### src/sv/clt_pkg.sv
// Package for the clap level trigger: widths, reset values and register indexes.
// Used by clap_level_trigger_unit; depends on nothing else.
`timescale 1ns / 1ps

package clt_pkg;

  // Samples summed per level block (a power of two)
  localparam int unsigned BLOCK    = 2048;
  localparam int unsigned BLOCK_LG = $clog2(BLOCK);

  // Field widths
  localparam int unsigned SAMPLE_W = 16;
  localparam int unsigned GAIN_W   = 4;
  localparam int unsigned LEVEL_W  = 19;
  localparam int unsigned THR_W    = 20;
  localparam int unsigned TICK_W   = 16;
  localparam int unsigned STEP_W   = 16;
  localparam int unsigned CNT_W    = BLOCK_LG;
  localparam int unsigned SUM_W    = SAMPLE_W + BLOCK_LG;
  localparam int unsigned PROD_W   = SUM_W + GAIN_W;

  // Stream and configuration port widths
  localparam int unsigned IN_DATA_W  = 24;
  localparam int unsigned OUT_DATA_W = 48;
  localparam int unsigned CFG_IDX_W  = 3;
  localparam int unsigned CFG_DATA_W = 20;

  // Register reset values
  localparam logic [GAIN_W-1:0] GAIN_RST       = GAIN_W'(5);
  localparam logic [THR_W-1:0]  INIT_THR_RST   = THR_W'(5000);
  localparam logic [THR_W-1:0]  THR_FLOOR_RST  = THR_W'(1500);
  localparam logic [TICK_W-1:0] CAL_TICKS_RST  = TICK_W'(180);
  localparam logic [STEP_W-1:0] SLOW_STEP_RST  = STEP_W'(50);
  localparam logic [STEP_W-1:0] FAST_STEP_RST  = STEP_W'(500);
  localparam logic [THR_W-1:0]  THR_MAX        = {THR_W{1'b1}};

  // Input item kinds carried on tuser
  localparam logic CMD_SAMPLE = 1'b0;
  localparam logic CMD_TICK   = 1'b1;

  // Configuration register indexes
  typedef enum logic [CFG_IDX_W-1:0] {
    CFG_GAIN      = 3'd0,
    CFG_INIT_THR  = 3'd1,
    CFG_THR_FLOOR = 3'd2,
    CFG_CAL_TICKS = 3'd3,
    CFG_SLOW_STEP = 3'd4,
    CFG_FAST_STEP = 3'd5
  } cfg_idx_e;

endpackage

### src/sv/clap_level_trigger_unit.sv
// Clap level trigger top level: block level meter, threshold compare,
// auto calibration and manual threshold steps. Depends on clt_pkg.
`timescale 1ns / 1ps

// Usage
//   Input stream (s_axis_*): tuser is the item kind, 0 = audio sample,
//   1 = frame tick. tdata carries the sample and the key flags of a tick.
//   Every accepted item yields exactly one result on the output stream
//   (m_axis_*): jump, level, threshold, calibrating and level_updated,
//   all as they stand after the item.
//   Latency: the result is valid the cycle after the input transfer.
//   Throughput: one item per cycle; the whole update of level meter and
//   threshold state is one combinational pass into the result register.
//   Stall: the result register holds while m_axis_tready is low, and the
//   input is taken again in the same cycle the held result is taken.
//   Reset (rst_ni low): registers return to their defaults, the level
//   accumulator and level clear, the threshold loads 5000, calibration is
//   off and the output stream is empty. Writes to initial_threshold are
//   not stored: reset loads a constant, and the live threshold never moves.
//   Configuration: cfg_we_i writes cfg_data_i into register cfg_idx_i;
//   write only while no item is in flight.
module clap_level_trigger_unit
  import clt_pkg::*;
(
  input  logic                  clk_i,
  input  logic                  rst_ni,
  // Input stream
  input  logic                  s_axis_tvalid,
  output logic                  s_axis_tready,
  // [15:0] sample, [16] key_up, [17] key_dn, [18] fast,
  // [19] start_calibration, [23:20] zero
  input  logic [IN_DATA_W-1:0]  s_axis_tdata,
  // [0] command
  input  logic                  s_axis_tuser,
  // Output stream
  output logic                  m_axis_tvalid,
  input  logic                  m_axis_tready,
  // [0] jump, [19:1] level, [39:20] threshold, [40] calibrating,
  // [41] level_updated, [47:42] zero
  output logic [OUT_DATA_W-1:0] m_axis_tdata,
  // Configuration write port
  input  logic                  cfg_we_i,
  input  logic [CFG_IDX_W-1:0]  cfg_idx_i,
  input  logic [CFG_DATA_W-1:0] cfg_data_i
);

  // Configuration registers
  logic [GAIN_W-1:0] gain_q;
  logic [THR_W-1:0]  thr_floor_q;
  logic [TICK_W-1:0] cal_ticks_q;
  logic [STEP_W-1:0] slow_step_q;
  logic [STEP_W-1:0] fast_step_q;

  // Block state
  logic [SUM_W-1:0]   abs_sum_q, abs_sum_d;
  logic [CNT_W-1:0]   cnt_q, cnt_d;
  logic [LEVEL_W-1:0] level_q, level_d;
  logic [THR_W-1:0]   thr_q, thr_d;
  logic               cal_q, cal_d;
  logic [LEVEL_W-1:0] peak_q, peak_d;
  logic [TICK_W-1:0]  ticks_q, ticks_d;

  // Result register
  logic                  out_vld_q;
  logic [OUT_DATA_W-1:0] out_data_q, out_data_d;

  // Input fields
  logic                is_tick;
  logic [SAMPLE_W-1:0] raw;
  logic                key_up, key_dn, fast, start_cal;
  logic                in_xfer;

  // Datapath intermediates
  logic [SAMPLE_W-1:0] mag;
  logic [SUM_W-1:0]    sum_acc;
  logic [PROD_W-1:0]   prod;
  logic                blk_end;
  logic [LEVEL_W-1:0]  peak_max;
  logic [TICK_W:0]     ticks_inc;
  logic [THR_W+1:0]    cal_thr;
  logic [THR_W-1:0]    cal_thr_sat;
  logic [STEP_W-1:0]   step;
  logic [THR_W:0]      thr_up_sum;
  logic [THR_W-1:0]    thr_up;
  logic                jump;
  logic                updated;

  assign is_tick   = (s_axis_tuser == CMD_TICK);
  assign raw       = s_axis_tdata[SAMPLE_W-1:0];
  assign key_up    = s_axis_tdata[SAMPLE_W];
  assign key_dn    = s_axis_tdata[SAMPLE_W+1];
  assign fast      = s_axis_tdata[SAMPLE_W+2];
  assign start_cal = s_axis_tdata[SAMPLE_W+3];

  // Take a new item whenever the result register is empty or being drained
  assign s_axis_tready = !out_vld_q || m_axis_tready;
  assign in_xfer       = s_axis_tvalid && s_axis_tready;

  // Level meter: absolute value, accumulate, scale at block end
  assign mag     = raw[SAMPLE_W-1] ? (~raw + SAMPLE_W'(1)) : raw;
  assign sum_acc = abs_sum_q + {{(SUM_W-SAMPLE_W){1'b0}}, mag};
  assign prod    = {{GAIN_W{1'b0}}, sum_acc} * {{SUM_W{1'b0}}, gain_q};
  assign blk_end = (cnt_q == CNT_W'(BLOCK - 1));

  // Calibration helpers
  assign peak_max    = (level_q > peak_q) ? level_q : peak_q;
  assign ticks_inc   = {1'b0, ticks_q} + (TICK_W+1)'(1);
  assign cal_thr     = ({{(THR_W-LEVEL_W+2){1'b0}}, peak_max} * (THR_W+2)'(3)) >> 1;
  assign cal_thr_sat = (cal_thr < {2'b00, thr_floor_q}) ? thr_floor_q : cal_thr[THR_W-1:0];

  // Manual adjustment helpers
  assign step       = fast ? fast_step_q : slow_step_q;
  assign thr_up_sum = {1'b0, thr_q} + {{(THR_W-STEP_W+1){1'b0}}, step};
  assign thr_up     = (key_up && thr_up_sum > {1'b0, THR_MAX}) ? THR_MAX :
                      key_up ? thr_up_sum[THR_W-1:0] : thr_q;

  // Next state for one item
  always_comb begin
    abs_sum_d = abs_sum_q;
    cnt_d     = cnt_q;
    level_d   = level_q;
    thr_d     = thr_q;
    cal_d     = cal_q;
    peak_d    = peak_q;
    ticks_d   = ticks_q;
    updated   = 1'b0;
    if (!is_tick) begin
      // Sample: accumulate, close the block on its last sample
      if (blk_end) begin
        level_d   = prod[BLOCK_LG +: LEVEL_W];
        abs_sum_d = '0;
        cnt_d     = '0;
        updated   = 1'b1;
      end else begin
        abs_sum_d = sum_acc;
        cnt_d     = cnt_q + CNT_W'(1);
      end
    end else if (cal_q) begin
      // Calibrating tick: track peak, end once the count is exceeded
      peak_d = peak_max;
      if (ticks_inc > {1'b0, cal_ticks_q}) begin
        cal_d = 1'b0;
        thr_d = cal_thr_sat;
      end else begin
        ticks_d = ticks_inc[TICK_W-1:0];
      end
    end else begin
      // Normal tick: up first, then down, then maybe start calibration
      thr_d = thr_up;
      if (key_dn && thr_up > {{(THR_W-STEP_W){1'b0}}, step}) begin
        thr_d = thr_up - {{(THR_W-STEP_W){1'b0}}, step};
      end
      if (start_cal) begin
        cal_d   = 1'b1;
        peak_d  = '0;
        ticks_d = '0;
      end
    end
  end

  // Pack the result from the updated state
  assign jump = !cal_d && ({1'b0, level_d} > thr_d);
  assign out_data_d = {{(OUT_DATA_W-THR_W-LEVEL_W-3){1'b0}},
                       updated, cal_d, thr_d, level_d, jump};

  // State and configuration registers
  always_ff @(posedge clk_i or negedge rst_ni) begin
    if (!rst_ni) begin
      gain_q      <= GAIN_RST;
      thr_floor_q <= THR_FLOOR_RST;
      cal_ticks_q <= CAL_TICKS_RST;
      slow_step_q <= SLOW_STEP_RST;
      fast_step_q <= FAST_STEP_RST;
      abs_sum_q   <= '0;
      cnt_q       <= '0;
      level_q     <= '0;
      thr_q       <= INIT_THR_RST;
      cal_q       <= 1'b0;
      peak_q      <= '0;
      ticks_q     <= '0;
      out_vld_q   <= 1'b0;
    end else begin
      if (cfg_we_i) begin
        unique case (cfg_idx_e'(cfg_idx_i))
          CFG_GAIN:      gain_q      <= cfg_data_i[GAIN_W-1:0];
          // Reset loads the threshold from a constant, so this value is not stored
          CFG_INIT_THR:  ;
          CFG_THR_FLOOR: thr_floor_q <= cfg_data_i[THR_W-1:0];
          CFG_CAL_TICKS: cal_ticks_q <= cfg_data_i[TICK_W-1:0];
          CFG_SLOW_STEP: slow_step_q <= cfg_data_i[STEP_W-1:0];
          CFG_FAST_STEP: fast_step_q <= cfg_data_i[STEP_W-1:0];
          default: ;
        endcase
      end
      if (in_xfer) begin
        abs_sum_q <= abs_sum_d;
        cnt_q     <= cnt_d;
        level_q   <= level_d;
        thr_q     <= thr_d;
        cal_q     <= cal_d;
        peak_q    <= peak_d;
        ticks_q   <= ticks_d;
        out_vld_q <= 1'b1;
      end else if (m_axis_tready) begin
        out_vld_q <= 1'b0;
      end
    end
  end

  // Result payload: load on each input transfer, hold while stalled
  always_ff @(posedge clk_i) begin
    if (in_xfer) begin
      out_data_q <= out_data_d;
    end
  end

  assign m_axis_tvalid = out_vld_q;
  assign m_axis_tdata  = out_data_q;

endmodule
### config.mk
export PLATFORM = sky130hd
export DESIGN_NAME = clap_level_trigger_unit
export DESIGN_NICKNAME = d
export VERILOG_FILES = /design/src/sv/clt_pkg.sv /design/src/sv/clap_level_trigger_unit.sv
export SDC_FILE = /design/constraint.sdc
export NUM_CORES = 1
export LEC_CHECK = 0
export ABC_AREA = 1
export BUFFER_PORTS_ARGS = -buffer_cell sky130_fd_sc_hd__buf_2
export CAP_MARGIN = 10
export CELL_PAD_IN_SITES_DETAIL_PLACEMENT = 0
export CELL_PAD_IN_SITES_GLOBAL_PLACEMENT = 2
export CORE_ASPECT_RATIO = 0.8
export CORE_MARGIN = 5
export CORE_UTILIZATION = 33
export DETAILED_ROUTE_END_ITERATION = 8
export PLACE_DENSITY_LB_ADDON = 0.08
export SETUP_SLACK_MARGIN = 0.15
export SYNTH_ARGS = -nofsm -noshare
export SYNTH_HDL_FRONTEND = slang
export SYNTH_SLANG_ARGS = --single-unit
### constraint.sdc
create_clock -name clk_i -period 6.5 [get_ports clk_i]
set_input_delay 0.975 -clock clk_i [delete_from_list [all_inputs] [get_ports clk_i]]
set_output_delay 0.975 -clock clk_i [all_outputs]
set_load 0.01 [all_outputs]
==> flow_summary.yaml, run 1 <==
run_status:
  status: "complete, but fails checks"
  violations: "negative setup slack"
yosys:
  synth_edf_count: 42
  synth_top_area_share_pct: 20.1
  ys_seq_area_share_pct: 30.0
  ys_types: 58
  synth_top_area_cell: "dfrtp_1"
  synthTopCellsByArea: "dfrtp_1 (20%), nand2_1 (12%), ha_1 (11%)"
  synthFlopType: "dfrtp_1"
  synthCells: 2726
  ys_seq_elements: 228
  ys_warn_count: 0
  netlist_area_um2: 19800
  postSynthAreaPerCell_um2: 7.26
  synth_async_sr_flop_share_pct: 81.6
routing:
  vias: 20100
  drc: 0
  avgRoutedWirePerCell_um: 17.5
  routed_wl_mm: 73.0
  detail_route.vias_per_cell: 4.83
  drt_iter0_drc: 1285
  ant_nets: 0
  dr.pass1.iters: 5
final_layout:
  fillers: 6133
  nNetsFinal: 3642
  regArea_um2: 5950
  drive_above_1_share_pct: 31.4
  multiInputGateArea_um2: 13100
  antenna_cells: 0
  area_growth_pct: 39.0
  design_area_um2: 27500
  final_util_pct: 46.2
  mostFrequentLayoutCell: "nand2_1"
  layout_common_cells: "nand2_1 (610), buf_4 (569), inv_1 (381)"
placement:
  place_ws_ps: -1580
  placed_cell_area_um2: 25300
  gp_congestion: 0.917
  port_buffers: 92
  hpwl_mm: 58.6
timing:
  slew_viol_final: 0
  finalCriticalPeriod_ps: 7200
  tightest_slew_ps: 1130
  max_clock_freq_mhz: 139
  tns_ps: -814
  finalSetupViolCount: 3
  grt_setup_unrepaired: "yes"
  final-hold-violation-count: 0
  finClkSkew_ps: 19.1
  setup_ws_ps: -699
  fin_crit_sh_pct: 111
  max_slew_margin_pct: 24.2
flow_run:
  maxCapViolations: 0
floorplan:
  fp.dieH_um: 229
  die-area_um2: 65000
  start_util_pct: 33.2
  io_pins: 103
  dieWidth_um: 284
  rows: 80
  core-area_um2: 59600
worst_setup_path:
  end_kind: "flip-flop"
  cp-start-kind: "primary input"
  crit_fanout: 5
  crit_required_ps: 6930
  path_buf_inv: 8
  cpPeakStageDelay_ps: 510
  critPathSlowestCell: "fa_1"
  critical-path-top-delay-family: "simple AND/OR/NAND/NOR gates"
  crit_arrival_ps: 7630
  crit_type: "primary input to flip-flop"
clock_network:
  cts_tree: "yes"
  root_buffer: "clkbuf_16"
  clkTransAtPathRegs_ps: 60
  max-clock-path-buffers: 3
  cts_buffers: 29
  insertion_delay_ps: 580
  cts-htree-levels: 1
  cts.sinks: 228
grt:
  grt_max_degree: 120
  grtUsageMet3_pct: 3.23
  overflow: 0
  grt_use_total_pct: 21.7
  grt_pass1_wl_mm: 113
  top_usage_layer: "met2"
  antenna_found_initial: 1
  grt_pass1_vias: 19800
  met2_usage_pct: 33.4
  grt_use_met1_pct: 33.1
pwr:
  power.density_nw_per_um2: 624
  p_leak_nw: 14.0
  p_total_mw: 17.2
  vdd.ir_drop.worst_v: 0.000312
hold_path:
  hp-class: "primary input to asynchronous set/reset pin"
[final cells by class]
| class | instances | area share (%) |
|---|---|---|
| well taps | 779 | 3.54 |
| repair buffers | 674 | 17.9 |
| clock buffers | 34 | 2.78 |
| multi-input cells | 2001 | 47.7 |
| flip-flops and latches | 228 | 21.6 |
| inverters | 427 | 5.85 |
| clock inverters | 19 | 0.623 |
[Yosys cell counts, types with 31 or more instances]
library cell,instances
a21oi_1,161
dfrtp_1,159
clkbuf_1,56
nand3_1,128
fa_1,53
o21ai_0,263
nand2_1,644
edfxtp_1,42
o21ai_1,31
xnor2_1,32
inv_1,400
xor2_1,53
nor2_1,211
ha_1,175
[final timing paths]
check,startpoint,to,slack (ps),cells after the start
setup / recovery,s_axis_tdata[4],m_axis_tdata[0],-700,41
hold reg to reg,slow_step_q[7],slow_step_q[7],480,2
max in group asynchronous,rst_ni,thr_floor_q[11],4920,2
setup reg to reg,peak_q[4],m_axis_tdata[0],-460,50
min in group clk_i,slow_step_q[7],slow_step_q[7],480,2
hold / removal,rst_ni,peak_q[12],420,1
[routing by layer]
layer,wire length [um],part of all wire (%)
met1,37300,51
met2,31000,42
met3,3660,5.0
met4,1040,1.4
met5,0,0
[power breakdown]
part / internal (mW) / switching [mW] / total (mW) / leakage [nW]
Sequential: 1.94 / 0.338 / 2.27 / 2.72
Clock: 0.923 / 0.687 / 1.61 / 0.460
Combinational: 6.13 / 7.15 / 13.3 / 10.8
[what timing repair did]
action                                  in CTS  in global routing
hold buffers                                 0                  0
gates resized for setup                    136                130
setup buffers                               21                 14
cloned                                       0                  0
pin swaps                                   71                 58
endpoints found under the setup margin      10                 29
[through the flow]
step / cells / hold WS, ps
global route: 4162 / 455
global placement: 4074 / 461
CTS: 4148 / 426
floorplan: 2731 / 448
finish: 4162 / 416
detailed placement: 4074 / 467
[flip-flops by register name, indices dropped and copies added (netlist names)]
name           flops
ticks_q           16
fast_step_q       16
cal_q              1
thr_q             20
thr_floor_q       20
m_axis_tdata      42
cal_ticks_q       16
gain_q             4
m_axis_tvalid      1
level_q           19
peak_q            19
abs_sum_q         27
cnt_q             11
slow_step_q       16
[cell families (layout without fill, tap and decap cells)]
group / count (synthesis) / count (layout) / synth area share [%]
mux: 3 / 3 / 0.158
simple gates: 1106 / 1106 / 23.6
fa+ha+maj: 228 / 228 / 16.4
buf+inv: 502 / 1154 / 9.85
other cells: 1 / 6 / 0.0189
flops: 228 / 228 / 30.0
compound gates: 573 / 573 / 16.2
xor+xnor: 85 / 85 / 3.76
Note: power is estimated with default switching activity, not from simulation.
==> inputs of run 2 (changes only) <==
--- a/config.mk
+++ b/config.mk
@@ -5,14 +5,13 @@
 export SDC_FILE = /design/constraint.sdc
 export NUM_CORES = 1
 export LEC_CHECK = 0
-export ABC_AREA = 1
 export BUFFER_PORTS_ARGS = -buffer_cell sky130_fd_sc_hd__buf_2
 export CAP_MARGIN = 10
 export CELL_PAD_IN_SITES_DETAIL_PLACEMENT = 0
 export CELL_PAD_IN_SITES_GLOBAL_PLACEMENT = 2
 export CORE_ASPECT_RATIO = 0.8
 export CORE_MARGIN = 5
-export CORE_UTILIZATION = 33
+export CORE_UTILIZATION = 36
 export DETAILED_ROUTE_END_ITERATION = 8
 export PLACE_DENSITY_LB_ADDON = 0.08
 export SETUP_SLACK_MARGIN = 0.15
==> run 2 against run 1 <==
Net effect:
- the flow still finishes with violations (negative setup slack)
- total power fell by 24%
- synthesized area fell by 3.7%
- global-route usage rose by 1.2 points
- combinational power fell by 29%
- die area fell by 11%
- clock skew rose by 7.9 ps
- register-to-register slack got worse by 840 ps
- worst hold slack got worse by 69 ps
- critical path type unchanged
- largest power group unchanged
- highest routed layer unchanged
==> flow_summary.yaml, run 2 <==
timing:
  max_clock_freq_mhz: 128
  tightest_slew_ps: 1150
  max_slew_margin_pct: 23.1
  tns_ps: -10210
  fin_crit_sh_pct: 120
  setup_ws_ps: -1310
  final-hold-violation-count: 0
  finClkSkew_ps: 27.0
  grt_setup_unrepaired: "yes"
  slew_viol_final: 0
  finalCriticalPeriod_ps: 7810
  finalSetupViolCount: 43
clock_network:
  max-clock-path-buffers: 3
  insertion_delay_ps: 580
  cts-htree-levels: 1
  clkTransAtPathRegs_ps: 60
  cts_tree: "yes"
  ctsHoldBuffers: 0
  cts.sinks: 228
  cts_buffers: 28
  root_buffer: "clkbuf_16"
floorplan:
  io_pins: 103
  start_util_pct: 36.3
  dieWidth_um: 267
  fp.dieH_um: 216
  core-area_um2: 52500
  die-area_um2: 57700
  rows: 75
routing:
  detail_route.vias_per_cell: 5.26
  dr.pass1.iters: 5
  drt_iter0_drc: 1031
  vias: 18100
  routed_wl_mm: 68.6
  ant_nets: 0
  avgRoutedWirePerCell_um: 19.9
  drc: 0
grt:
  grt_max_degree: 139
  grt_pass1_wl_mm: 105
  overflow: 0
  grt_pass1_vias: 18200
  antenna_found_initial: 1
  grt_use_total_pct: 22.9
worst_setup_path:
  crit_arrival_ps: 8240
  critical-path-top-delay-family: "compound AO/OA/AOI/OAI gates"
  r2r_cells: 34
  regToRegEndpoint: "m_axis_tdata[0]"
  r2r_setup_slack_ps: -1300
  critPathCapture: "m_axis_tdata[0]"
  cp-start-kind: "primary input"
  crit_required_ps: 6920
  path_buf_inv: 5
  cpPeakStageDelay_ps: 560
  reg2reg_from: "peak_q[18]"
  crit_fanout: 4
  crit_cells: 33
  critPathSlowestCell: "fa_1"
  end_kind: "flip-flop"
  crit_type: "primary input to flip-flop"
  crit_start: "s_axis_tdata[9]"
yosys:
  synthTopCellsByArea: "dfrtp_1 (21%), ha_1 (11%), edfxtp_1 (6.6%)"
  synth_async_sr_flop_share_pct: 81.6
  ys_seq_elements: 228
  ys_seq_area_share_pct: 31.2
  synth_edf_count: 42
  netlist_area_um2: 19100
  synthCells: 2085
  synth_top_area_share_pct: 20.9
  synthTopCellsByCount: "nand2_1 (273), ha_1 (175), inv_1 (166)"
  synthFlopType: "dfrtp_1"
  postSynthAreaPerCell_um2: 9.14
  synth.most_common_cell: "nand2_1"
  ys_types: 82
  ys_warn_count: 0
  synth_top_area_cell: "dfrtp_1"
flow_run:
  maxCapViolations: 0
placement:
  gp_congestion: 0.909
  hpwl_mm: 52.6
  port_buffers: 92
pwr:
  vdd.ir_drop.worst_v: 0.00126
  p_leak_nw: 13.4
  p_total_mw: 13.1
  power.density_nw_per_um2: 475
final_layout:
  area_growth_pct: 44.4
  largest_reg_flops: 42
  drive_above_1_share_pct: 41.6
  mostFrequentLayoutCell: "buf_4"
  layout_common_cells: "buf_4 (531), nand2_1 (246), dfrtp_1 (159)"
  final_util_pct: 52.4
  nNetsFinal: 3006
hold_path:
  hp-class: "primary input to asynchronous set/reset pin"
run_status:
  status: "complete, but fails checks"
  violations: "negative setup slack"
[run 2: per-layer routing]
metal  part of all wire, %  GRT usage (%)  vias up
li1                      -              -     8719
met1                    49           34.9     8927
met2                    44           34.8      364
met3                   4.9           3.15       78
met4                   2.1           4.73        0
met5                     0              0        -
[run 2: how the worst min path moves through the flow]
stage          slack, ps  cells past startpoint     start          to
4_1_cts              360                      1    rst_ni  ticks_q[9]
5_1_grt              380                      1    rst_ni  ticks_q[9]
6_report             350                      1    rst_ni  ticks_q[9]
3_3_place_gp         460                      1  cnt_q[4]    cnt_q[4]
3_5_place_dp         460                      1  cnt_q[4]    cnt_q[4]
2_1_floorplan        440                      1  cnt_q[4]    cnt_q[4]
[run 2: kinds of logic (layout without fill, tap and decap cells)]
family,count (synthesis),in the layout,share of synthesized area [%]
compound gates,511,511,18.1
xor+xnor,114,114,5.24
fa+ha+maj,228,228,17.1
buf+inv,247,903,5.09
flops,228,228,31.2
mux,138,138,7.92
other cells,1,7,0.0197
simple gates,618,618,15.4
[run 2: stage by stage]
| step | setup WS (ps) | instances | cell area [um^2] | hold slack, ps |
|---|---|---|---|---|
| 2_1_floorplan | -1170 | 2090 | 19300 | 439 |
| 3_3_place_gp | -1800 | 3329 | 24400 | 459 |
| 3_5_place_dp | -1900 | 3329 | 24400 | 463 |
| 4_1_cts | -1110 | 3412 | 26400 | 356 |
| 5_1_grt | -1580 | 3440 | 27500 | 383 |
| 6_report | -1310 | 3440 | 27500 | 347 |
[run 2: worst register-to-register path, delay by kind of cell, from the launching register on]
kind | cells | cell delay (ps)
buf+inv | 2 | 260
compound gates | 17 | 3610
flops | 1 | 390
fa+ha+maj | 5 | 1360
simple gates | 7 | 1110
mux | 2 | 680
xor+xnor | 1 | 120
[run 2: cell type report]
class	instances	area [um^2]
fill	4873	24900
multi-input combinational	1615	13900
sequential	228	5950
timing repair buffer	684	5240
tap	693	867
clock buffer	35	768
inverter	168	631
clock inverter	16	145
antenna	1	2.50
[run 2: power breakdown]
part	switching [mW]	internal (mW)	total, mW
combinational	4.78	4.70	9.48
clock	0.673	0.917	1.59
sequential	0.233	1.78	2.01
total	5.68	7.40	13.1
[run 2: repair_timing]
action | CTS | global route
gates resized for setup | 196 | 206
pin swaps | 80 | 98
setup endpoints to repair | 62 | 73
buffers inserted | 32 | 27
==> inputs of run 3 (changes only) <==
--- a/config.mk
+++ b/config.mk
@@ -9,9 +9,9 @@
 export CAP_MARGIN = 10
 export CELL_PAD_IN_SITES_DETAIL_PLACEMENT = 0
 export CELL_PAD_IN_SITES_GLOBAL_PLACEMENT = 2
-export CORE_ASPECT_RATIO = 0.8
 export CORE_MARGIN = 5
-export CORE_UTILIZATION = 36
+export CORE_UTILIZATION = 37
+export CTS_BUF_LIST = sky130_fd_sc_hd__clkbuf_4
 export DETAILED_ROUTE_END_ITERATION = 8
 export PLACE_DENSITY_LB_ADDON = 0.08
 export SETUP_SLACK_MARGIN = 0.15
==> run 3 against run 2 <==
Net effect:
- the flow still finishes with violations (negative setup slack)
- largest cell class unchanged
- design area is 0.17% lower
- highest routed layer is now met5
- critical endpoint unchanged
- clock skew is 32 ps higher
- setup slack better by 190 ps
- via count is 0.90% higher
- register-to-register slack better by 290 ps
==> flow_summary.yaml, run 3 (synthesized netlist as in run 2, its figures left out) <==
run_status:
  status: "complete, but fails checks"
  violations: "negative setup slack"
final_layout:
  design_area_um2: 27500
  regArea_um2: 5950
  drive_above_1_share_pct: 41.6
  fillers: 4861
  layout_common_cells: "buf_4 (551), nand2_1 (255), dfrtp_1 (159)"
  mostFrequentLayoutCell: "buf_4"
  multiInputGateArea_um2: 13900
  stdcell_count: 3513
  area_growth_pct: 44.1
  nNetsFinal: 3055
  largest_reg_flops: 42
  final_util_pct: 53.6
grt:
  grtUsageMet3_pct: 4.55
  top_usage_layer: "met2"
  overflow: 0
  grt_max_degree: 71
  grt_use_met1_pct: 30.0
  antenna_found_initial: 2
  met2_usage_pct: 39.8
  grt_use_total_pct: 23.5
  grt_pass1_wl_mm: 104
  grt_pass1_vias: 18600
worst_setup_path:
  critical-path-top-delay-family: "simple AND/OR/NAND/NOR gates"
  crit_required_ps: 7130
  cp-start-kind: "primary input"
  crit_arrival_ps: 8250
  crit_fanout: 4
  crit_type: "primary input to flip-flop"
  end_kind: "flip-flop"
  cpPeakStageDelay_ps: 560
  cpMostUsedCell: "o21ai_2"
  path_buf_inv: 4
  critPathSlowestCell: "fa_1"
placement:
  port_buffers: 92
  dp.cells: 3307
  gp_congestion: 0.897
  hpwl_mm: 51.6
  placed_cell_area_um2: 24200
  place_ws_ps: -1950
timing:
  finalCriticalPeriod_ps: 7630
  slew_viol_final: 0
  finalSetupViolCount: 17
  max_clock_freq_mhz: 131
  tightest_slew_ps: 1100
  fin_crit_sh_pct: 117
  whs_ps: 181
  max_slew_margin_pct: 26.2
  setup_ws_ps: -1130
  finClkSkew_ps: 59.1
  grt_setup_unrepaired: "yes"
  tns_ps: -3740
  final-hold-violation-count: 0
floorplan:
  io_pins: 103
  rows: 83
  fp.dieH_um: 237
  dieWidth_um: 237
  die-area_um2: 56100
  start_util_pct: 37.2
  core-area_um2: 51200
routing:
  drt_iter0_drc: 876
  vias: 18300
  dr.pass1.iters: 5
  detail_route.vias_per_cell: 5.19
  drc: 0
  routed_wl_mm: 68.0
  avgRoutedWirePerCell_um: 19.4
  ant_nets: 0
clock_network:
  clkTransAtPathRegs_ps: 60
  cts.sinks: 228
  root_buffer: "clkbuf_4"
  cts-htree-levels: 3
  max-clock-path-buffers: 3
  ctsHoldBuffers: 0
  cts_buffers: 71
  cts_tree: "yes"
  insertion_delay_ps: 800
pwr:
  power.density_nw_per_um2: 457
  vdd.ir_drop.worst_v: 0.000490
  p_total_mw: 12.6
  p_leak_nw: 13.4
flow_run:
  maxCapViolations: 0
hold_path:
  hp-class: "primary input to asynchronous set/reset pin"
-- run 3: cell count changes in the layout (fill, tap and decap cells not counted), sizes merged --
| cell | change |
|---|---|
| buf | +3 |
| bufinv | +1 |
| clkbuf | +66 |
| clkinv | +16 |
| clkinvlp | -2 |
| diode | +1 |
| o21ai | +1 |
-- run 3: what timing repair did --
item,in CTS,in global routing
gates resized for setup,123,221
cloned,1,2
pin swaps,63,81
endpoints found under the setup margin,49,68
setup buffers,26,45
-- run 3: layout make-up --
| class | instances | area share, % |
|---|---|---|
| timing repair buffer | 689 | 18.9 |
| multi-input combinational | 1616 | 50.6 |
| sequential | 228 | 21.7 |
| antenna | 2 | 0.0182 |
| clock inverter | 31 | 0.738 |
| clock buffer | 99 | 2.71 |
| tap | 680 | 3.10 |
| inverter | 168 | 2.30 |
-- run 3: layer usage --
metal	up-vias	part of all wire, %
met5	-	0.019
li1	8885	-
met3	131	4.4
met4	2	3.4
met1	8898	43
met2	334	49
-- run 3: worst paths after layout --
check	start	end	slack [ps]	depth (start not counted)
worst max register to register	peak_q[18]	m_axis_tdata[0]	-1010	38
worst max-delay path	s_axis_tdata[9]	m_axis_tdata[0]	-1130	33
worst min register to register	cnt_q[4]	cnt_q[4]	460	1
worst min-delay path	rst_ni	abs_sum_q[17]	180	1
max in group asynchronous	rst_ni	abs_sum_q[9]	4820	2
min in group clk_i	cfg_data_i[19]	thr_floor_q[19]	420	3
-- run 3: report_power, final --
group	internal, mW	total [mW]	switching [mW]	leakage, nW
combinational	4.51	9.02	4.50	10.1
sequential	1.78	2.00	0.226	2.75
clock	0.827	1.54	0.709	0.554
total	7.12	12.6	5.44	13.4
